**src/rtl/assert_macros.svh**
```systemverilog
// assertion macros used by the top level rtl file
// no dependencies
`ifndef ASSERT_MACROS_SVH
`define ASSERT_MACROS_SVH
`ifndef NO_ASSERTIONS
`define ASSERT_IMPLY(label, clk, rst, a, b) \
  label: assert property (@(posedge clk) disable iff (rst) (a) |-> (b)) \
    else $error("assertion failed");
`define ASSERT_NEXT(label, clk, rst, a, b) \
  label: assert property (@(posedge clk) disable iff (rst) (a) |=> (b)) \
    else $error("assertion failed");
`else
`define ASSERT_IMPLY(label, clk, rst, a, b)
`define ASSERT_NEXT(label, clk, rst, a, b)
`endif
`endif

```
**src/rtl/ctp_pkg.sv**
```systemverilog
// types, constants and the crystal table for the timer period unit
// no dependencies
package ctp_pkg;
  localparam int DW = 29;
  localparam int SW = 24;
  localparam int PW = 7;
  localparam logic [DW-1:0] CLK_PLL = DW'(400000000);
  localparam logic [DW-1:0] CLK_INTERNAL = DW'(16000000);
  localparam logic [DW-1:0] CLK_QUARTER = DW'(4000000);
  localparam logic [DW-1:0] CLK_LOW = DW'(30000);
  localparam logic [PW-1:0] PERIOD_MAX = 7'h7F;
  localparam logic [PW-1:0] PERIOD_MIN = 7'd1;
  localparam logic [2:0] SRC_XTAL = 3'd0;
  localparam logic [2:0] SRC_INT = 3'd1;
  localparam logic [2:0] SRC_QUARTER = 3'd2;
  localparam logic [2:0] SRC_LOW = 3'd3;
  localparam logic REG_PRIMARY = 1'b0;
  localparam logic REG_SECONDARY = 1'b1;

  typedef struct packed {
    logic          valid;
    logic [DW-1:0] rem;
    logic [DW-1:0] num;
    logic [DW-1:0] quo;
    logic [DW-1:0] den;
    logic [DW-1:0] clk_hz;
    logic [SW-1:0] speed;
  } cell_t;

  function automatic logic [DW-1:0] crystal_hz(input logic [4:0] code);
    logic [DW-1:0] hz;
    case (code)
      5'h06: hz = DW'(4000000);
      5'h07: hz = DW'(4096000);
      5'h08: hz = DW'(4915200);
      5'h09: hz = DW'(5000000);
      5'h0A: hz = DW'(5120000);
      5'h0B: hz = DW'(6000000);
      5'h0C: hz = DW'(6144000);
      5'h0D: hz = DW'(7372800);
      5'h0E: hz = DW'(8000000);
      5'h0F: hz = DW'(8192000);
      5'h10: hz = DW'(10000000);
      5'h11: hz = DW'(12000000);
      5'h12: hz = DW'(12288000);
      5'h13: hz = DW'(13560000);
      5'h14: hz = DW'(14318180);
      5'h15: hz = DW'(16000000);
      5'h16: hz = DW'(16384000);
      5'h17: hz = DW'(18000000);
      5'h18: hz = DW'(20000000);
      5'h19: hz = DW'(24000000);
      5'h1A: hz = DW'(25000000);
      default: hz = '0;
    endcase
    return hz;
  endfunction
endpackage

```
**src/rtl/ctp_decode.sv**
```systemverilog
// decodes base clock and divisor from the primary and secondary clock control words
// depends on ctp_pkg
module ctp_decode import ctp_pkg::*; (
  input  logic [31:0]   primary,
  input  logic [31:0]   secondary,
  output logic [DW-1:0] base_hz,
  output logic [7:0]    divisor
);
  logic       alt;
  logic [2:0] src;
  logic       bypass;

  always_comb begin
    alt = secondary[31];
    src = alt ? secondary[6:4] : {1'b0, primary[5:4]};
    bypass = alt ? secondary[11] : primary[11];
    case (src)
      SRC_XTAL: base_hz = crystal_hz(primary[10:6]);
      SRC_INT: base_hz = CLK_INTERNAL;
      SRC_QUARTER: base_hz = CLK_QUARTER;
      SRC_LOW: base_hz = CLK_LOW;
      default: base_hz = CLK_INTERNAL;
    endcase
    if (!bypass) begin
      base_hz = CLK_PLL;
    end
    divisor = 8'd1;
    if (alt) begin
      if (secondary[30]) begin
        divisor = {1'b0, secondary[28:23], secondary[22]} + 8'd1;
      end else if (secondary[22]) begin
        divisor = {2'b0, secondary[28:23]} + 8'd1;
      end
    end else if (primary[22]) begin
      divisor = {4'b0, primary[26:23]} + 8'd1;
    end
  end
endmodule

```
**config.mk**
```make
export PLATFORM = sky130hd
export DESIGN_NAME = ctp_decode
export DESIGN_NICKNAME = d
export VERILOG_FILES = /design/src/rtl/assert_macros.svh /design/src/rtl/ctp_pkg.sv /design/src/rtl/ctp_decode.sv
export SDC_FILE = /design/constraint.sdc
export NUM_CORES = 1
export LEC_CHECK = 0
export ABC_CLOCK_PERIOD_IN_PS = 3650
export BUFFER_PORTS_ARGS = -buffer_cell sky130_fd_sc_hd__buf_2
export CORE_ASPECT_RATIO = 0.8
export CORE_UTILIZATION = 47
export DETAILED_ROUTE_END_ITERATION = 12
export GPL_TIMING_DRIVEN = 0
export PLACE_DENSITY = 0.91
export SETUP_SLACK_MARGIN = 0.15
export SYNTH_ARGS = -nofsm -noshare
export SYNTH_HDL_FRONTEND = slang
export SYNTH_SLANG_ARGS = --single-unit
```
**constraint.sdc**
```tcl
create_clock -name vclk -period 3.65
set_input_delay 0.73 -clock vclk [all_inputs]
set_output_delay 0.73 -clock vclk [all_outputs]
set_load 0.02 [all_outputs]
```
## Word level (Yosys, flattened, before mapping)

Memory sizes are Yosys's and may differ from the RTL's.
Cells that the tools add are included.

| cells by class | value |
|---|---|
| reductions and logical operators | 1 |
| muxes and demuxes | 8 |
| add/subtract/negate cells | 3 |
| equal/unequal tests | 2 |

Operator list:

| cell | count |
|---|---|
| 29-bit case mux with 3 select lines | 1 |
| 29-bit 2-to-1 mux | 1 |
| 8-bit 2-to-1 mux | 2 |
| 7-bit by 1-bit adder with 8-bit output (second input constant) | 1 |
| 6-bit by 1-bit adder with 7-bit output (second input constant) | 1 |
| 7-bit 2-to-1 mux | 1 |
| 3-bit by 2-bit == test with 1-bit output (second input constant) | 2 |
| 4-bit by 1-bit adder with 5-bit output (second input constant) | 1 |
| 5-bit 2-to-1 mux | 1 |
| 3-bit zero test | 1 |
| 3-bit 2-to-1 mux | 1 |
| 1-bit 2-to-1 mux | 1 |

| storage, ports and cells | value |
|---|---|
| output and inout bits | 37 |
| word-level logic and storage cells | 15 |
| memory bits (read-only) | 672 |
| register bits | 0 |
| memories kept | 1 |

Memories:

| memory | words | width | read ports | clocked after memory_dff | wr ports | line | text |
|---|---|---|---|---|---|---|---|
| (name not given) | 32 | 21 | 1 | 0 | 0 | ctp_pkg.sv:32 | `case (code)` |

## Longest topological paths before layout

Gate-level depths: netlist of the first run.

| logic depth | value |
|---|---|
| depth in word-level cells | 4 |
| mapped depth | 7 |
| mapped depth without buffers | 6 |

## Least setup slack after synthesis of the first run

OpenSTA, ideal clock, no wires.

| path | value |
|---|---|
| kind | input -> output |
| start | input primary[7] |
| end | output base_hz[17] |
| data arrival time | 2338 ps |
| path buffers | 1 |
| data required time | 2920 ps |
| stages | 6 |
| path slack | 582 ps |
| path through | clkbuf_1 -> inv_1 -> ha_1 -> and2_1 -> o311a_1 -> o31ai_1 |

| on the way | value |
|---|---|
| cells in the longest elaborated chain, start to end | 3 |

Ends and longest elaborated chain:

| item | line | text |
|---|---|---|
| start: declaration | ctp_decode.sv:4 | `input logic [31:0] primary,` |
| memory read 32 x 21 bit | n/a |  |
| 29-bit case mux with 3 select lines | ctp_decode.sv:17 | `case (src)` |
| 29-bit 2-to-1 mux | ctp_decode.sv:24 | `if (!bypass) begin` |
| end: declaration | ctp_decode.sv:6 | `output logic [DW-1:0] base_hz,` |

Every way passes these cells.

## Worst setup path after layout of the first run

| path | value |
|---|---|
| start | input primary[7] |
| end | output base_hz[18] |

Same word-level chain as after synthesis.

==> flow_summary.yaml, run 1 <==
status:
  status: "complete, no violations"
timing:
  finalCritPeriodShare_pct: 86.57
  final_max_slew_viol_count: 0
  fin_crit_ns: 3.160
  final_hold_viol_count: 0
  grt_setup_unrepaired: "false"
  setup_slack_ns: 0.4903
  fmax_mhz: 316.5
  finalSetupViolations: 0
  fin_setup_tns_ns: 0
pwr:
  seqPwrFrac_pct: 0
  switching_share_pct: 62.09
  p_per_area_mw_per_mm2: 140.5
  combinationalPowerShare_pct: 100.0
  p_clk_share_pct: 0
  leakagePower_nw: 0.8205
  ir_worst_vdd_uv: 64.15
  p_sw_mw: 0.1502
  power.internal_mw: 0.09168
setup_path:
  path_class: "in2out"
  crit_fanout: 10
  cpMostUsedCell: "buf_2"
  cpPeakStageDelay_ns: 0.43
  critPathTopFamily: "buffers and inverters"
  cpMaxStageDelayCell: "ha_1"
  cp.buffers_inverters: 3
  required_ns: 2.92
  endpoint_kind: "output pin"
  cp-start-kind: "primary input"
  cp.arrival_ns: 2.43
  cp_cell_sequence: "buf_2 -> inv_1 -> ha_1 -> nand2b_1 -> a21boi_0 -> nor2_1 -> o31ai_1 -> buf_2"
finish:
  seq_cells: 0
  syn2layout_area_growth_pct: 24.19
  nNetsFinal: 341
  antenna_cells: 0
  drive_above_1_share_pct: 31.58
  fillCellCount: 266
  clkbuf_count: 0
  final_util_pct: 61.79
  seqCellArea_um2: 0
  instances_no_fill: 304
route:
  drtIter0Drc: 99
  antenna_left: 0
  dr.pass1.iters: 4
  wl_um: 4379
  viasPerCell: 6.030
  drc: 0
  post_drt_wl_per_cell_um: 14.40
  vias: 1833
synth:
  synthXorXnorAreaFrac_pct: 8.213
  synth_sequential_area_ratio_pct: 0
  syn_area_mm2: 0.001386
  yosys.area_share.simple_pct: 28.70
  synthMostInstantiatedCell: "o21ai_0"
  yosysTopAreaCell: "ha_1"
  synthMuxAreaShare_pct: 6.679
  synth_top_family_by_area: "compound AO/OA/AOI/OAI gates"
  yosys_warnings: 0
  syn_avg_cell_area_um2: 6.665
  synth.area.top_cells: "ha_1 (8.1%), xor2_1 (7.6%), o21ai_0 (6.9%)"
  synth_compound_area_share_pct: 36.73
  synthAdderAreaFrac_pct: 8.123
  syn-instance-count: 208
  yosysUniqueCellTypes: 57
  yosysTopAreaCellShare_pct: 8.123
  synth_commonest_cells: "o21ai_0 (19), nand2_1 (16), xor2_1 (12)"
die:
  fp.dieW_um: 62.72
  std_cell_rows: 17
  fp.dieH_um: 50.58
  io_pins: 101
  dieArea_mm2: 0.003172
  core-area_mm2: 0.002786
  initial_utilization_pct: 49.75
placed_design:
  hpwl_um: 3515
  dpl.cell_count: 305
  dp_slack_ns: 0.2810
  port_buffers: 56
  place_congestion: 0.9987
global_route:
  grt_first_pass_wirelength_um: 7189
  grt_max_degree: 11
  antenna_found_initial: 0
  grt_use_total_pct: 27.55
  overflow: 0
  first_global_vias: 1564
run:
  maxCapViolCount: 0
worst_hold_path:
  hold_class: "in2out"
area by class of cell:
class                           count  area, um^2  area share, %
Multi-Input combinational cell    181        1241          72.09
Timing Repair Buffer               56       280.3          16.28
Buffer                             20       118.9          6.904
Tap cell                           38       47.55          2.762
Inverter                            9       33.78          1.962
power by group through the flow:
stage               Combinational, mW  Clock, mW  Sequential, mW
floorplan                       0.163          0               0
global placement                0.235          0               0
detailed placement              0.237          0               0
CTS                             0.238          0               0
global route                    0.262          0               0
finish                          0.242          0               0
path summary, 6_finish.rpt:
| check | startpoint | endpoint | slack [ns] | cells past startpoint |
|---|---|---|---|---|
| max | primary[7] | base_hz[18] | 0.49 | 8 |
| min | primary[23] | divisor[0] | 1.80 | 3 |
per-layer routing:
metal,routed length (um),GRT usage (%)
met1,1993,38.43
met2,1811,42.21
met3,527,7.045
met4,47,5.426
met5,0,0
tightest hold or removal path, cell delays in order:
cell and delay (ns):
buf_2 0.10, a22oi_1 0.08, buf_2 0.16
cell usage in the layout (no fill, tap or decap), types with 2 or more instances in the layout:
master / synthesis / final
inv_2: 2 / 2
nand2_1: 16 / 16
a21o_1: 2 / 2
o22ai_1: 7 / 7
inv_1: 7 / 7
a22o_1: 2 / 2
and4b_1: 2 / 2
a21boi_0: 2 / 2
nor2_1: 10 / 10
o31ai_1: 4 / 4
ha_1: 9 / 9
buf_2: 10 / 66
mux2_2: 2 / 2
nand2b_1: 8 / 8
clkbuf_1: 3 / 2
o21a_1: 2 / 2
a22oi_1: 3 / 3
conb_1: 1 / 4
nand3_1: 10 / 10
o21ai_0: 19 / 19
nor2b_1: 6 / 6
nand3b_1: 3 / 3
o211ai_1: 4 / 4
o21ai_1: 4 / 4
and2_1: 3 / 3
xor2_1: 12 / 12
buf_4: 6 / 6
mux2i_1: 7 / 7
nor3_1: 3 / 3
a21oi_1: 10 / 10
o221ai_1: 3 / 3
logic make-up (layout without fill, tap and decap cells):
group | count (synthesis) | after routing
AOI/OAI and AO/OA | 76 | 76
and+or+nand+nor | 70 | 70
buffers and inverters | 30 | 85
xor gates and xnor gates | 13 | 13
adders and majority gates | 9 | 9
muxes | 9 | 9
other | 1 | 4
stage by stage:
step           total power, mW  instance area, um^2  hold WS (ns)
3_3_place_gp            0.2346                 1725         1.786
3_5_place_dp            0.2366                 1725         1.805
2_1_floorplan           0.1631                 1398         1.607
4_1_cts                 0.2377                 1725         1.805
6_report                0.2418                 1722         1.805
5_1_grt                 0.2621                 1722         1.835
timing repair:
item | 4_1_cts | 5_1_grt
gates resized for setup | 0 | 0
setup endpoints to repair | 0 | 1
hold buffers | 0 | 0
buffers inserted | 0 | 0
Note: power is estimated with default switching activity, not from simulation.
==> run 2, diff against run 1 <==
- RECOVER_POWER: unset -> 25
==> run 2 against run 1 <==
  * Combinational power barely moved
  * Setup slack gained 0.0036 ns
  * Final cell count did not move
  * Hold slack improved by 0.0020 ns
  * Utilization is 0.40 points lower
==> flow_summary.yaml, run 2 (synthesized netlist as in run 1, its figures left out) <==
die:
  dieArea_mm2: 0.003172
  std_cell_rows: 17
  initial_utilization_pct: 49.75
  core-area_mm2: 0.002786
  fp.dieH_um: 50.58
  io_pins: 101
  fp.dieW_um: 62.72
run:
  maxCapViolCount: 0
setup_path:
  path_class: "in2out"
  cp-start-kind: "primary input"
  required_ns: 2.92
  crit_fanout: 10
  cp.arrival_ns: 2.43
  endpoint_kind: "output pin"
finish:
  syn2layout_area_growth_pct: 23.38
  mostFrequentLayoutCell: "buf_2"
  clkbuf_count: 0
  seq_cells: 0
  nNetsFinal: 341
  drive_above_1_share_pct: 28.57
  final_util_pct: 61.38
  multi_input_area_mm2: 0.001237
  final_cell_mix: "buf_2 (60), o21ai_0 (20), nand2_1 (16)"
  seqCellArea_um2: 0
  antenna_cells: 0
  fillCellCount: 268
timing:
  final_hold_viol_count: 0
  fmax_mhz: 316.8
  fin_crit_ns: 3.156
  relSlewSlack_pct: 30.21
  finalCritPeriodShare_pct: 86.47
  worst_slew_pin_slew_ns: 1.036
  final_max_slew_viol_count: 0
  fin_setup_tns_ns: 0
  finalSetupViolations: 0
  hold_ws_ns: 1.807
  grt_setup_unrepaired: "false"
route:
  dr.pass1.iters: 5
  drtIter0Drc: 110
  vias: 1819
  drc: 0
  post_drt_wl_per_cell_um: 14.42
  antenna_left: 0
  wl_um: 4384
  viasPerCell: 5.984
clock_tree:
  cts_hold_buf: 0
  cts_resized: 0
  post_cts_buffers: 0
pwr:
  ir_worst_vdd_uv: 63.01
  leakagePower_nw: 0.7993
  p_per_area_mw_per_mm2: 140.1
global_route:
  grt_use_total_pct: 27.55
  first_global_vias: 1564
  grt_max_degree: 11
  antenna_found_initial: 0
  grt_first_pass_wirelength_um: 7189
  overflow: 0
status:
  status: "complete, no violations"
placed_design:
  place_congestion: 0.9987
  hpwl_um: 3515
  port_buffers: 56
worst_hold_path:
  hold_class: "in2out"
## run 2: cell types whose count changed in the layout (fill, tap and decap cells not counted), sizes merged
cell | before | now
clkbuf | 3 | 9
buf | 73 | 67
## run 2: stage by stage
| step | power [mW] | setup WS [ns] | cell area [um^2] | std cells |
|---|---|---|---|---|
| 3_5_place_dp | 0.2366 | 0.2810 | 1725 | 305 |
| 4_1_cts | 0.2377 | 0.2798 | 1725 | 305 |
| 3_3_place_gp | 0.2346 | 0.2562 | 1725 | 305 |
| 6_report | 0.2397 | 0.4939 | 1710 | 304 |
| 5_1_grt | 0.2602 | 0.4046 | 1710 | 304 |
| 2_1_floorplan | 0.1631 | 0.5822 | 1398 | 211 |
## run 2: critical path, stage by stage
cell and delay (ns):
buf_2 0.20, inv_1 0.13, ha_1 0.43, nand2b_1 0.11, a21boi_0 0.26, nor2_1 0.08, o31ai_1 0.26, buf_2 0.22
## run 2: layer usage
metal  share of wire, %  track usage (%)
met4                1.1            5.426
met5                  0                0
met1                 46            38.43
met2                 41            42.21
met3                 12            7.045
## run 2: path summary, 6_finish.rpt
path   startpoint     endpoint  cells after the start
max    primary[7]  base_hz[18]                      8
min   primary[23]   divisor[0]                      3
## run 2: layout make-up
class | count | area share [%]
tap | 38 | 2.780
multi-input combinational | 181 | 72.35
inverter | 9 | 1.975
timing repair buffer | 56 | 15.95
buffer | 20 | 6.950
## run 2: report_power, final
group	internal [mW]	total, mW	switching [mW]
Sequential	0	0	0
Combinational	0.0898	0.240	0.150
Clock	0	0	0
Total	0.0898	0.240	0.150
