$ cat src/rtl/assert_macros.svh
// assertion macros used by the top level rtl file
// no dependencies
`ifndef ASSERT_MACROS_SVH
`define ASSERT_MACROS_SVH
`ifndef NO_ASSERTIONS
`define ASSERT_IMPLY(label, clk, rst, a, b) \
  label: assert property (@(posedge clk) disable iff (rst) (a) |-> (b)) \
    else $error("assertion failed");
`define ASSERT_NEXT(label, clk, rst, a, b) \
  label: assert property (@(posedge clk) disable iff (rst) (a) |=> (b)) \
    else $error("assertion failed");
`else
`define ASSERT_IMPLY(label, clk, rst, a, b)
`define ASSERT_NEXT(label, clk, rst, a, b)
`endif
`endif

$ cat src/rtl/ctp_pkg.sv
// types, constants and the crystal table for the timer period unit
// no dependencies
package ctp_pkg;
  localparam int DW = 29;
  localparam int SW = 24;
  localparam int PW = 7;
  localparam logic [DW-1:0] CLK_PLL = DW'(400000000);
  localparam logic [DW-1:0] CLK_INTERNAL = DW'(16000000);
  localparam logic [DW-1:0] CLK_QUARTER = DW'(4000000);
  localparam logic [DW-1:0] CLK_LOW = DW'(30000);
  localparam logic [PW-1:0] PERIOD_MAX = 7'h7F;
  localparam logic [PW-1:0] PERIOD_MIN = 7'd1;
  localparam logic [2:0] SRC_XTAL = 3'd0;
  localparam logic [2:0] SRC_INT = 3'd1;
  localparam logic [2:0] SRC_QUARTER = 3'd2;
  localparam logic [2:0] SRC_LOW = 3'd3;
  localparam logic REG_PRIMARY = 1'b0;
  localparam logic REG_SECONDARY = 1'b1;

  typedef struct packed {
    logic          valid;
    logic [DW-1:0] rem;
    logic [DW-1:0] num;
    logic [DW-1:0] quo;
    logic [DW-1:0] den;
    logic [DW-1:0] clk_hz;
    logic [SW-1:0] speed;
  } cell_t;

  function automatic logic [DW-1:0] crystal_hz(input logic [4:0] code);
    logic [DW-1:0] hz;
    case (code)
      5'h06: hz = DW'(4000000);
      5'h07: hz = DW'(4096000);
      5'h08: hz = DW'(4915200);
      5'h09: hz = DW'(5000000);
      5'h0A: hz = DW'(5120000);
      5'h0B: hz = DW'(6000000);
      5'h0C: hz = DW'(6144000);
      5'h0D: hz = DW'(7372800);
      5'h0E: hz = DW'(8000000);
      5'h0F: hz = DW'(8192000);
      5'h10: hz = DW'(10000000);
      5'h11: hz = DW'(12000000);
      5'h12: hz = DW'(12288000);
      5'h13: hz = DW'(13560000);
      5'h14: hz = DW'(14318180);
      5'h15: hz = DW'(16000000);
      5'h16: hz = DW'(16384000);
      5'h17: hz = DW'(18000000);
      5'h18: hz = DW'(20000000);
      5'h19: hz = DW'(24000000);
      5'h1A: hz = DW'(25000000);
      default: hz = '0;
    endcase
    return hz;
  endfunction
endpackage

$ cat src/rtl/ctp_cell.sv
// one restoring divider cell: one quotient bit per cycle while en is high
// depends on ctp_pkg
module ctp_cell import ctp_pkg::*; (
  input  logic  clk,
  input  logic  rst,
  input  logic  en,
  input  cell_t d,
  output cell_t q
);
  logic [DW:0] trial;
  logic        fits;

  always_comb begin
    trial = {d.rem, d.num[DW-1]};
    fits = trial >= {1'b0, d.den};
  end

  always_ff @(posedge clk) begin
    if (rst) begin
      q.valid <= 1'b0;
    end else if (en) begin
      q.valid <= d.valid;
    end
    if (en) begin
      q.rem <= fits ? DW'(trial - {1'b0, d.den}) : trial[DW-1:0];
      q.num <= {d.num[DW-2:0], 1'b0};
      q.quo <= {d.quo[DW-2:0], fits};
      q.den <= d.den;
      q.clk_hz <= d.clk_hz;
      q.speed <= d.speed;
    end
  end
endmodule

$ cat config.mk
export PLATFORM = sky130hd
export DESIGN_NAME = ctp_cell
export DESIGN_NICKNAME = d
export VERILOG_FILES = /design/src/rtl/assert_macros.svh /design/src/rtl/ctp_pkg.sv /design/src/rtl/ctp_cell.sv
export SDC_FILE = /design/constraint.sdc
export NUM_CORES = 1
export LEC_CHECK = 0
export BUFFER_PORTS_ARGS = -buffer_cell sky130_fd_sc_hd__buf_2
export CAP_MARGIN = 0
export CORE_AREA = 2 2 131 133
export CTS_CLUSTER_DIAMETER = 40
export CTS_CLUSTER_SIZE = 10
export DETAILED_ROUTE_END_ITERATION = 8
export DIE_AREA = 0 0 133 135
export MAX_ROUTING_LAYER = met4
export PLACE_DENSITY_LB_ADDON = 0.2
export SLEW_MARGIN = 30
export SYNTH_ARGS = -nofsm -noshare
export SYNTH_HDL_FRONTEND = slang
export SYNTH_SLANG_ARGS = --single-unit
$ cat constraint.sdc
create_clock -name clk -period 3.6 [get_ports clk]
set_input_delay 0.36 -clock clk [delete_from_list [all_inputs] [get_ports clk]]
set_output_delay 0.36 -clock clk [all_outputs]
set_load 0.1 [all_outputs]
# After elaboration in Yosys (flattened, before gate mapping)
# Index checks and enable logic that the tools add are counted.
# W data, S select, Z words.
dict set report totals {
  rom_bits 0
  ff_bits 169
  inputBits 173
  output_inout_bits 170
  n_memories 0
  ramBits 0
  latchBits 0
}
dict set report classes {
  magnitude_cmp 1
  n_mux 1
  n_bitwise 0
  multipliers 0
  reduce_logical 0
  div_mod_pow 0
  addsub 1
  shift 0
  eq_ne 0
}
# operator count
set ops {}
lappend ops {{$ge A30 B29 Y1} 1}
lappend ops {{$mux W29} 1}
lappend ops {{$sub A29 B29 Y29} 1}

# Logic depth before layout (Yosys ltp)
# Gate-level depths: netlist of run 1.
dict set report depth {
  word_depth 2
  depth_mapped 12
  ltp_nobuf 11
}

# Worst setup path before layout of run 1
# OpenSTA, ideal clock, no wires.
dict set report synth_timing {
  path_type {input -> register}
  from {in d[139] (netlist name)}
  to {reg q[142] (netlist name), data pin}
  t_required_ns 3.340
  stages 12
  setup_ns 0.260
  arrival_ns 2.638
  slack_ns 0.701
  path_cell_list {inv_1 > ha_1 > fa_1 > nor2b_1 > o21ai_1 > a21oi_1 > o21ai_0 > or3b_4 > o21ai_2 > o41ai_2 > buf_6 > mux2_4}
}
dict set report synth_via {
  elab_chain_len 2
  word_cells_on_any_way 3
  classes_between {1 x add/sub; 1 x order compare; 1 x mux}
}
# item line
set synth_rtl {}
lappend synth_rtl {{start: declaration} ctp_cell.sv:7} ;# input cell_t d,
lappend synth_rtl {{$sub A29 B29 Y29 or $ge A30 B29 Y1 (tied branches)} {ctp_cell.sv:25, ctp_cell.sv:15}}
lappend synth_rtl {{$mux W29 (*)} ctp_cell.sv:25} ;# q.rem <= fits ? DW'(trial - {1'b0, d.den}) : trial[DW-1:0];
lappend synth_rtl {{end: declaration} ctp_cell.sv:8} ;# output cell_t q
# Every way passes the cells marked *; elsewhere a longest branch is shown, timed or not.
# A chain may end at the register's enable or synchronous reset.

# Worst setup path after layout of run 1
dict set report layout_timing {
  from {in d[139] (netlist name)}
  to {reg q[164] (netlist name), data pin}
}
# Same word-level chain as after synthesis.

==> results of run 1 <==
[kinds of logic after synthesis]
group                      Yosys count
xor gates and xnor gates            27
other                                1
AOI/OAI and AO/OA                   90
DFF                                169
muxes                               29
buffers and inverters               56
adders and majority gates           30
and+or+nand+nor                     64
[power groups by stage]
| stage | combinational, W | clock, W | sequential (W) |
|---|---|---|---|
| floorplan | 0.000378 | 0 | 0.00379 |
| global placement | 0.00209 | 0 | 0.00246 |
| detailed placement | 0.00210 | 0 | 0.00247 |
| CTS | 0.00211 | 0.00187 | 0.00242 |
| global route | 0.00217 | 0.00195 | 0.00244 |
| finish | 0.00210 | 0.00183 | 0.00242 |
[through the flow]
step	util, %	worst slack [ns]	total power [W]
2_1_floorplan	-	0.701	0.00417
3_3_place_gp	56.1	0.386	0.00455
3_5_place_dp	56.1	0.366	0.00457
4_1_cts	59.8	0.804	0.00641
5_1_grt	59.9	0.606	0.00656
6_report	59.9	0.796	0.00635
[area by class of cell]
cell class	instances	area [µm²]
diodes	7	17.5
clock buffers	17	425
clock inverters	15	176
fillers	1352	6580
inverters	40	150
multi-input cells	241	1940
flip-flops and latches	169	5060
well taps	220	275
repair buffers	345	1780
[synthesized netlist by cell type (7+ instances only)]
master | instances | area share [%]
edfxtp_1 | 168 | 70
inv_1 | 40 | 2.1
a21oi_1 | 35 | 2.4
ha_1 | 29 | 5.0
mux2_4 | 26 | 5.4
nand2_1 | 19 | 0.99
xnor2_1 | 17 | 2.1
nor2_1 | 15 | 0.78
o21ai_0 | 15 | 1.0
nand4_1 | 11 | 0.95
xor2_1 | 10 | 1.2
a21o_1 | 9 | 0.93
clkbuf_1 | 9 | 0.47
o21bai_1 | 7 | 0.73
[critical path, cell delays in order]
cell and delay [ns]:
buf_2 0.07, inv_1 0.05, ha_1 0.21, fa_1 0.41
nor2b_1 0.13, o21ai_1 0.10, a21oi_1 0.24, o21ai_0 0.10
or3b_4 0.28, o21ai_2 0.09, o41ai_4 0.36, buf_12 0.24
mux2_4 0.31
[layer usage]
layer  track usage (%)  vias up  part of all wire, %
li1                  -     2453                    -
met3              6.83       33                  8.4
met5                 -        -                    0
met2              36.5      215                   51
met4              8.72        0                  2.8
met1              22.8     2417                   37
[worst paths after layout]
kind                             from                   to  slack (ns)  depth (start not counted)
setup / recovery               d[139]     q[164]$_DFFE_PP_        0.80                         13
setup reg to reg  q[169]$_SDFFE_PP0P_  q[169]$_SDFFE_PP0P_        3.00                          2
hold reg to reg   q[169]$_SDFFE_PP0P_  q[169]$_SDFFE_PP0P_        0.53                          2
hold / removal                    rst  q[169]$_SDFFE_PP0P_        0.10                          2
[layout by cell type, fill, tap and decap left out, types with 4 or more instances in the layout]
cell,netlist,final
nand4_1,11,11
edfxtp_1,168,168
xnor2_1,17,17
ha_1,29,29
o21ai_0,15,15
nor2_1,15,15
o21bai_1,7,7
diode_2,0,7
inv_8,0,5
a21oi_1,35,35
nand2b_1,4,4
inv_1,40,40
o211ai_1,4,4
clkbuf_16,0,17
mux2_4,26,26
nand2_1,19,19
xor2_1,10,10
buf_2,1,339
a21o_1,9,9
==> impl_metrics.env, run 1 <==
export IMPL_status="finished, final reports clean"
export IMPL_wl_per_cell_um=18.0
export IMPL_synthMuxAreaShare_pct=5.81
export IMPL_top_regs="q x169"
export IMPL_ant_nets=0
export IMPL_clk_latency_ns=0.42
export IMPL_layout_nets=1017
export IMPL_syn_area_mm2=0.00724
export IMPL_instances_no_fill=1054
export IMPL_dieArea_mm2=0.0180
export IMPL_cts_root_buffer="clkbuf_16"
export IMPL_fin_crit_ns=2.80
export IMPL_critPathLaunchType="primary input"
export IMPL_setup_viol=0
export IMPL_via_per_inst=4.86
export IMPL_synth_compound_area_share_pct=7.81
export IMPL_cts_hold_buffers=0
export IMPL_power_frac_clock_pct=28.8
export IMPL_largest_reg_flops=169
export IMPL_wl_um=19000
export IMPL_yosysWarnings=0
export IMPL_power_leakage_nw=4.41
export IMPL_swShare_pct=40.4
export IMPL_htreeDepth=4
export IMPL_finalClockSkew_ns=0
export IMPL_post_route_cell_area_mm2=0.00983
export IMPL_netlist_instances=466
export IMPL_synth_area_per_cell_um2=15.5
export IMPL_ir_worst_vdd_mv=0.338
export IMPL_area_delta_synth_final_pct=35.8
export IMPL_first_global_vias=5174
export IMPL_cts_sink_count=169
export IMPL_tritoncts="built"
export IMPL_synthAdderAreaFrac_pct=5.29
export IMPL_cellPowerDensity_mw_per_mm2=646
export IMPL_start_util_pct=44.1
export IMPL_placed_cells=1015
export IMPL_dr_pass1_iters=5
export IMPL_synth_edf_count=168
export IMPL_drc=0
export IMPL_pin_count=343
export IMPL_crit_arrival_ns=2.97
export IMPL_async_flop_share_pct=0
export IMPL_die_y_um=135
export IMPL_rows=47
export IMPL_synth_cell_types=46
export IMPL_grt_overflow_total=0
export IMPL_pwr_share_comb_pct=33.1
export IMPL_hp_class="primary input to flop"
export IMPL_p_sw_w=0.00256
export IMPL_end_kind="flop"
export IMPL_ys_seq_elements=169
export IMPL_cts_resized=0
export IMPL_gp_congestion=0.871
export IMPL_synth_seq_area_share_pct=70.0
export IMPL_max_freq_mhz=357
export IMPL_seqPwrFrac_pct=38.2
export IMPL_dieWidth_um=133
export IMPL_postSynthNetCount=669
export IMPL_drtIter0Drc=221
export IMPL_path_class="primary input to flop"
export IMPL_synth_top_family_by_area="compound AO/OA/AOI/OAI gates"
export IMPL_drive_gt1_share_pct=49.3
export IMPL_yosys_area_share_xor_xnor_pct=3.27
export IMPL_coreArea_mm2=0.0164
export IMPL_antenna_found_initial=6
export IMPL_tightest_slew_ns=0.743
export IMPL_period_share_pct=77.9
export IMPL_numCtsBuffers=17
export IMPL_cts_buffer_depth=2
export IMPL_dpl_cell_area_mm2=0.00921
export IMPL_port_buffers=340
export IMPL_path_clk_slew_ns=0.07
export IMPL_grt_pass1_wl_um=27700
export IMPL_synth_main_ff_cell="edfxtp_1"
export IMPL_grt_max_degree=81
export IMPL_cp_max_fo=17
export IMPL_rsz0062_at_grt="false"
export IMPL_synth_simple_gate_area_share_pct=4.39
export IMPL_maxCapViolCount=0
export IMPL_cp_data_required_time_ns=3.77
export IMPL_hold_viol=0
export IMPL_setup_tns_ns=0
export IMPL_place_hpwl_um=15000
export IMPL_hold_slack_ns=0.102
export IMPL_largest_register="q"
export IMPL_cts_setup_buffers=0
export IMPL_p_int_w=0.00379
export IMPL_slew_headroom_pct=50.5
export IMPL_maxSlewViolCount=0
export IMPL_vias=5118
export IMPL_track_usage_pct=21.2
No activity file was read; power rests on OpenSTA's default activity.
==> run 2: changes to the inputs <==
- CORE_AREA: 2 2 131 133 -> unset
- CORE_MARGIN: unset -> 2
- CORE_UTILIZATION: unset -> 42
- DIE_AREA: 0 0 133 135 -> unset
- clock period: 3.6 -> 2.4 ns (I/O delays scaled with it)
==> run 2 against run 1 <==
Effect of this change:
- worst setup slack lost 0.75 ns
- non-clock buffer count rose by 232
- largest power group unchanged
- highest routed layer unchanged
- die area increased by 1.9%
- flip-flop and latch count did not move
- power is 57% higher
- clock skew did not move
- wire length up 26%
- sequential share of layout area decreased by 9.6 points
- first-iteration DRC count grew 53%
- worst hold slack got worse by 0.087 ns
- critical path depth fell by 1
- sequential power rose by 51%
==> impl_metrics.env, run 2 (synthesis results as in run 1) <==
export IMPL_status="finished, final reports clean"
export IMPL_largest_register="q"
export IMPL_tritoncts="built"
export IMPL_hold_viol=0
export IMPL_ant_nets=0
export IMPL_use_met1_pct=27.9
export IMPL_period_share_pct=98.2
export IMPL_cp_max_fo=8
export IMPL_hold_path_depth=1
export IMPL_hold_end="q[58]$_DFFE_PP_"
export IMPL_top_usage_layer="met2"
export IMPL_ir_worst_vdd_mv=0.528
export IMPL_setup_viol=0
export IMPL_path_clk_slew_ns=0.07
export IMPL_port_buffers=340
export IMPL_cts_root_buffer="clkbuf_16"
export IMPL_dieArea_mm2=0.0183
export IMPL_final_cell_mix="buf_2 (335), edfxtp_1 (168), dlygate4sd3_1 (131), buf_4 (99), inv_1 (37)"
export IMPL_fin_crit_ns=2.36
export IMPL_vias=6267
export IMPL_crit_arrival_ns=2.53
export IMPL_via_per_inst=4.88
export IMPL_cts_buffer_depth=2
export IMPL_final_common_cell="buf_2"
export IMPL_max_freq_mhz=424
export IMPL_reg2reg_depth=2
export IMPL_cellPowerDensity_mw_per_mm2=824
export IMPL_drive_gt1_share_pct=49.9
export IMPL_track_usage_pct=26.3
export IMPL_place_hpwl_um=16100
export IMPL_hp_class="primary input to flop"
export IMPL_path_class="primary input to flop"
export IMPL_dieWidth_um=135
export IMPL_grt_overflow_total=0
export IMPL_drtIter0Drc=339
export IMPL_pin_count=343
export IMPL_nFillCells=1144
export IMPL_maxSlewViolCount=0
export IMPL_gp_congestion=0.912
export IMPL_rrSetupSlack_ns=1.78
export IMPL_largest_reg_flops=169
export IMPL_grt_max_degree=54
export IMPL_start_util_pct=43.3
export IMPL_top_regs="q x169"
export IMPL_maxCapViolCount=0
export IMPL_clk_latency_ns=0.42
export IMPL_r2r_end="q[169]$_SDFFE_PP0P_"
export IMPL_setup_tns_ns=0
export IMPL_placed_cells=1108
export IMPL_drc=0
export IMPL_cts_sink_count=169
export IMPL_post_route_cell_area_mm2=0.0121
export IMPL_critPathLaunchType="primary input"
export IMPL_grt_met3_usage_pct=5.76
export IMPL_numCtsBuffers=17
export IMPL_rows=47
export IMPL_area_delta_synth_final_pct=66.9
export IMPL_wl_um=23900
export IMPL_timing_rr_start="q[169]$_SDFFE_PP0P_"
export IMPL_antenna_found_initial=4
export IMPL_finalClockSkew_ns=0
export IMPL_slew_headroom_pct=63.9
export IMPL_layout_nets=1249
export IMPL_total_power_w=0.00995
export IMPL_dr_pass1_iters=4
export IMPL_die_y_um=135
export IMPL_coreArea_mm2=0.0167
export IMPL_rsz0062_at_grt="true"
export IMPL_cp_data_required_time_ns=2.57
export IMPL_instances_no_fill=1283
export IMPL_power_leakage_nw=5.45
export IMPL_tightest_slew_ns=0.546
export IMPL_grt_pass1_wl_um=35000
export IMPL_use_met2_pct=47.3
export IMPL_first_global_vias=6521
export IMPL_hold_path_startpoint="d[58]"
export IMPL_wl_per_cell_um=18.6
export IMPL_htreeDepth=4
export IMPL_end_kind="flop"
export IMPL_dpl_cell_area_mm2=0.00998
[run 2: cell count changes in the layout (fill, tap and decap cells not counted), sizes merged]
cell,previous run,this run
clkinv,6,5
clkbuf,17,18
diode,7,4
bufinv,1,0
buf,345,446
inv,48,47
clkinvlp,0,2
dlygate4sd3,0,131
[run 2: worst max-delay path by stage]
stage / from / end
floorplan: d[150] / q[142]$_DFFE_PP_
global placement: d[53] / q[149]$_DFFE_PP_
detailed placement: d[53] / q[146]$_DFFE_PP_
CTS: d[64] / q[146]$_DFFE_PP_
global route: d[139] / q[150]$_DFFE_PP_
finish: d[150] / q[146]$_DFFE_PP_
[run 2: repair_timing]
action	in CTS	in global routing
setup endpoints to repair	26	28
endpoints found under the hold margin	128	3
hold buffers	128	3
pin swaps	10	9
gates resized for setup	14	14
gates cloned	2	0
setup buffers	6	2
[run 2: per-stage QoR]
| step | hold slack (ns) | setup WS, ns | util (%) |
|---|---|---|---|
| floorplan | 0.312 | -0.196 | - |
| global placement | 0.404 | -0.480 | 59.7 |
| detailed placement | 0.414 | -0.534 | 59.7 |
| CTS | 0.000385 | -0.0254 | 71.7 |
| global route | 0.00825 | -0.0563 | 72.3 |
| finish | 0.0146 | 0.0442 | 72.3 |
[run 2: where the power goes]
group	leakage [nW]	switching, W	internal (W)
Clock	0.278	0.00128	0.00139
Sequential	1.65	0.0000781	0.00357
Combinational	3.52	0.00267	0.000960
Total	5.45	0.00403	0.00592
[run 2: worst max-delay path, stage by stage]
cell	delay, ns
buf_6	0.10
ha_4	0.24
a21o_1	0.19
a21o_1	0.16
a221oi_2	0.28
nor2_1	0.07
or3b_4	0.39
o21ai_4	0.16
o41ai_4	0.08
buf_6	0.16
buf_12	0.15
mux2_4	0.30
[run 2: layout make-up]
class	count	area (µm²)	area share, %
flip-flops and latches	169	5060	41.9
repair buffers	577	3930	32.5
multi-input cells	241	2060	17.1
clock buffers	18	429	3.55
well taps	220	275	2.28
inverters	40	158	1.31
clock inverters	14	150	1.24
diodes	4	10.0	0.0829
[run 2: metal layers]
metal,routed length (µm),share of wire (%),vias to the layer above
met5,0,0,-
met4,938,3.9,0
met3,1510,6.3,57
met2,12500,52,292
met1,8930,37,3000
li1,-,-,2918
==> run 3: changes to the inputs <==
- CORE_AREA: unset -> 2 2 135 137
- CORE_MARGIN: 2 -> unset
- CORE_UTILIZATION: 42 -> unset
- DIE_AREA: unset -> 0 0 137 139
- REMOVE_ABC_BUFFERS: unset -> 1
- clock period: 2.4 -> 2.9 ns (I/O delays scaled with it)
==> run 3 against run 2 <==
Effect of this change:
- first-iteration DRC count decreased by 25%
- critical path depth increased by 1
- power decreased by 19%
- non-clock buffer count shrank 198
- highest routed layer unchanged
- wire length shrank 16%
- combinational power is 26% lower
- largest cell class unchanged
- critical endpoint is now q[168]$_DFFE_PP_
==> impl_metrics.env, run 3 (synthesis results as in run 1) <==
export IMPL_setup_tns_ns=0
export IMPL_top_regs="q x169"
export IMPL_pin_count=343
export IMPL_status="finished, final reports clean"
export IMPL_cts_sink_count=169
export IMPL_start_util_pct=41.0
export IMPL_period_share_pct=94.0
export IMPL_gp_congestion=0.944
export IMPL_via_per_inst=4.81
export IMPL_max_stage_delay_ns=0.42
export IMPL_max_freq_mhz=367
export IMPL_cp_data_required_time_ns=3.06
export IMPL_numCtsBuffers=17
export IMPL_antenna_found_initial=4
export IMPL_slew_headroom_pct=63.6
export IMPL_cts_setup_buffers=0
export IMPL_dieWidth_um=137
export IMPL_path_cells="buf_2 -> inv_1 -> ha_1 -> fa_1 -> nor2b_1 -> o21ai_1 -> a21oi_1 -> o21ai_0 -> or3b_4 -> o21ai_2 -> o41ai_4 -> buf_12 -> mux2_4"
export IMPL_coreArea_mm2=0.0177
export IMPL_tritoncts="built"
export IMPL_wl_um=20100
export IMPL_hold_slack_ns=0.0177
export IMPL_largest_register="q"
export IMPL_final_common_cell="buf_2"
export IMPL_dieArea_mm2=0.0190
export IMPL_cellPowerDensity_mw_per_mm2=793
export IMPL_cts_resized=0
export IMPL_clk_latency_ns=0.42
export IMPL_worst_slack_ns=0.173
export IMPL_largest_reg_flops=169
export IMPL_power_leakage_nw=4.57
export IMPL_htreeDepth=4
export IMPL_crit_family="compound AO/OA/AOI/OAI gates"
export IMPL_setup_viol=0
export IMPL_final_cell_mix="buf_2 (339), edfxtp_1 (168), inv_1 (40), buf_4 (36), a21oi_1 (35)"
export IMPL_drc=0
export IMPL_ant_nets=0
export IMPL_place_hpwl_um=15900
export IMPL_hp_class="primary input to flop"
export IMPL_critPathLaunchType="primary input"
export IMPL_cts_hold_buffers=0
export IMPL_wl_per_cell_um=18.3
export IMPL_maxCapViolCount=0
export IMPL_end_kind="flop"
export IMPL_maxSlewViolCount=0
export IMPL_path_class="primary input to flop"
export IMPL_crit_slowest_cell="fa_1"
export IMPL_crit_arrival_ns=2.89
export IMPL_ir_worst_vdd_mv=0.431
export IMPL_first_global_vias=5402
export IMPL_die_y_um=139
export IMPL_fin_crit_ns=2.73
export IMPL_dr_pass1_iters=4
export IMPL_vias=5267
export IMPL_track_usage_pct=21.2
export IMPL_area_delta_synth_final_pct=39.7
export IMPL_cp_max_fo=15
export IMPL_cts_root_buffer="clkbuf_16"
export IMPL_worst_path_buf_inv=3
export IMPL_grt_overflow_total=0
export IMPL_hold_viol=0
export IMPL_reg2reg_depth=2
export IMPL_dp_slack_ns=-0.224
export IMPL_drive_gt1_share_pct=51.3
export IMPL_layout_nets=1051
export IMPL_cp_depth=13
export IMPL_port_buffers=340
export IMPL_grt_pass1_wl_um=29500
export IMPL_rsz0062_at_grt="false"
export IMPL_hold_path_depth=2
export IMPL_tightest_slew_ns=0.550
export IMPL_path_clk_slew_ns=0.07
export IMPL_cts_buffer_depth=2
export IMPL_drtIter0Drc=255
export IMPL_finalClockSkew_ns=0
export IMPL_rows=49
export IMPL_grt_max_degree=70
[run 3: per-stage QoR]
stage	cells	instance area [µm²]	util [%]	total power (W)
floorplan	450	7140	-	0.00517
global placement	1058	9480	53.7	0.00572
detailed placement	1058	9480	53.7	0.00574
CTS	1090	10100	57.2	0.00808
global route	1094	10100	57.3	0.00829
finish	1094	10100	57.3	0.00801
[run 3: path summary, 6_finish.rpt]
check	startpoint	end	slack [ns]
max	d[139]	q[168]$_DFFE_PP_	0.17
min	rst	q[169]$_SDFFE_PP0P_	0.02
max reg2reg	q[169]$_SDFFE_PP0P_	q[169]$_SDFFE_PP0P_	2.32
min reg2reg	q[169]$_SDFFE_PP0P_	q[169]$_SDFFE_PP0P_	0.50
[run 3: area by class of cell]
type	count	area [µm²]
clock buffers	17	425
repair buffers	379	2040
well taps	229	287
fillers	1506	7540
flip-flops and latches	169	5060
clock inverters	15	199
inverters	40	150
diodes	4	10.0
multi-input cells	241	1940
[run 3: metal layers]
| metal | GRT usage [%] | wire length, µm | vias up | share of wire (%) |
|---|---|---|---|---|
| met5 | - | 0 | - | 0 |
| met2 | 37.5 | 10600 | 221 | 53 |
| met3 | 5.52 | 1560 | 29 | 7.8 |
| met1 | 22.5 | 7360 | 2502 | 37 |
| li1 | - | - | 2515 | - |
| met4 | 7.87 | 521 | 0 | 2.6 |
[run 3: worst register-to-register path, delay by kind of cell, from the launching register on]
family           cells  cell delay, ns
flip-flops           1            0.31
AND/OR/NAND/NOR      1            0.05
multiplexers         1            0.12
[run 3: report_power, final]
part / internal (W) / leakage, nW / switching (W) / total [W]
Clock: 0.00125 / 0.300 / 0.00108 / 0.00233
Combinational: 0.000556 / 2.62 / 0.00212 / 0.00268
Sequential: 0.00295 / 1.65 / 0.0000555 / 0.00301
Total: 0.00476 / 4.57 / 0.00325 / 0.00801
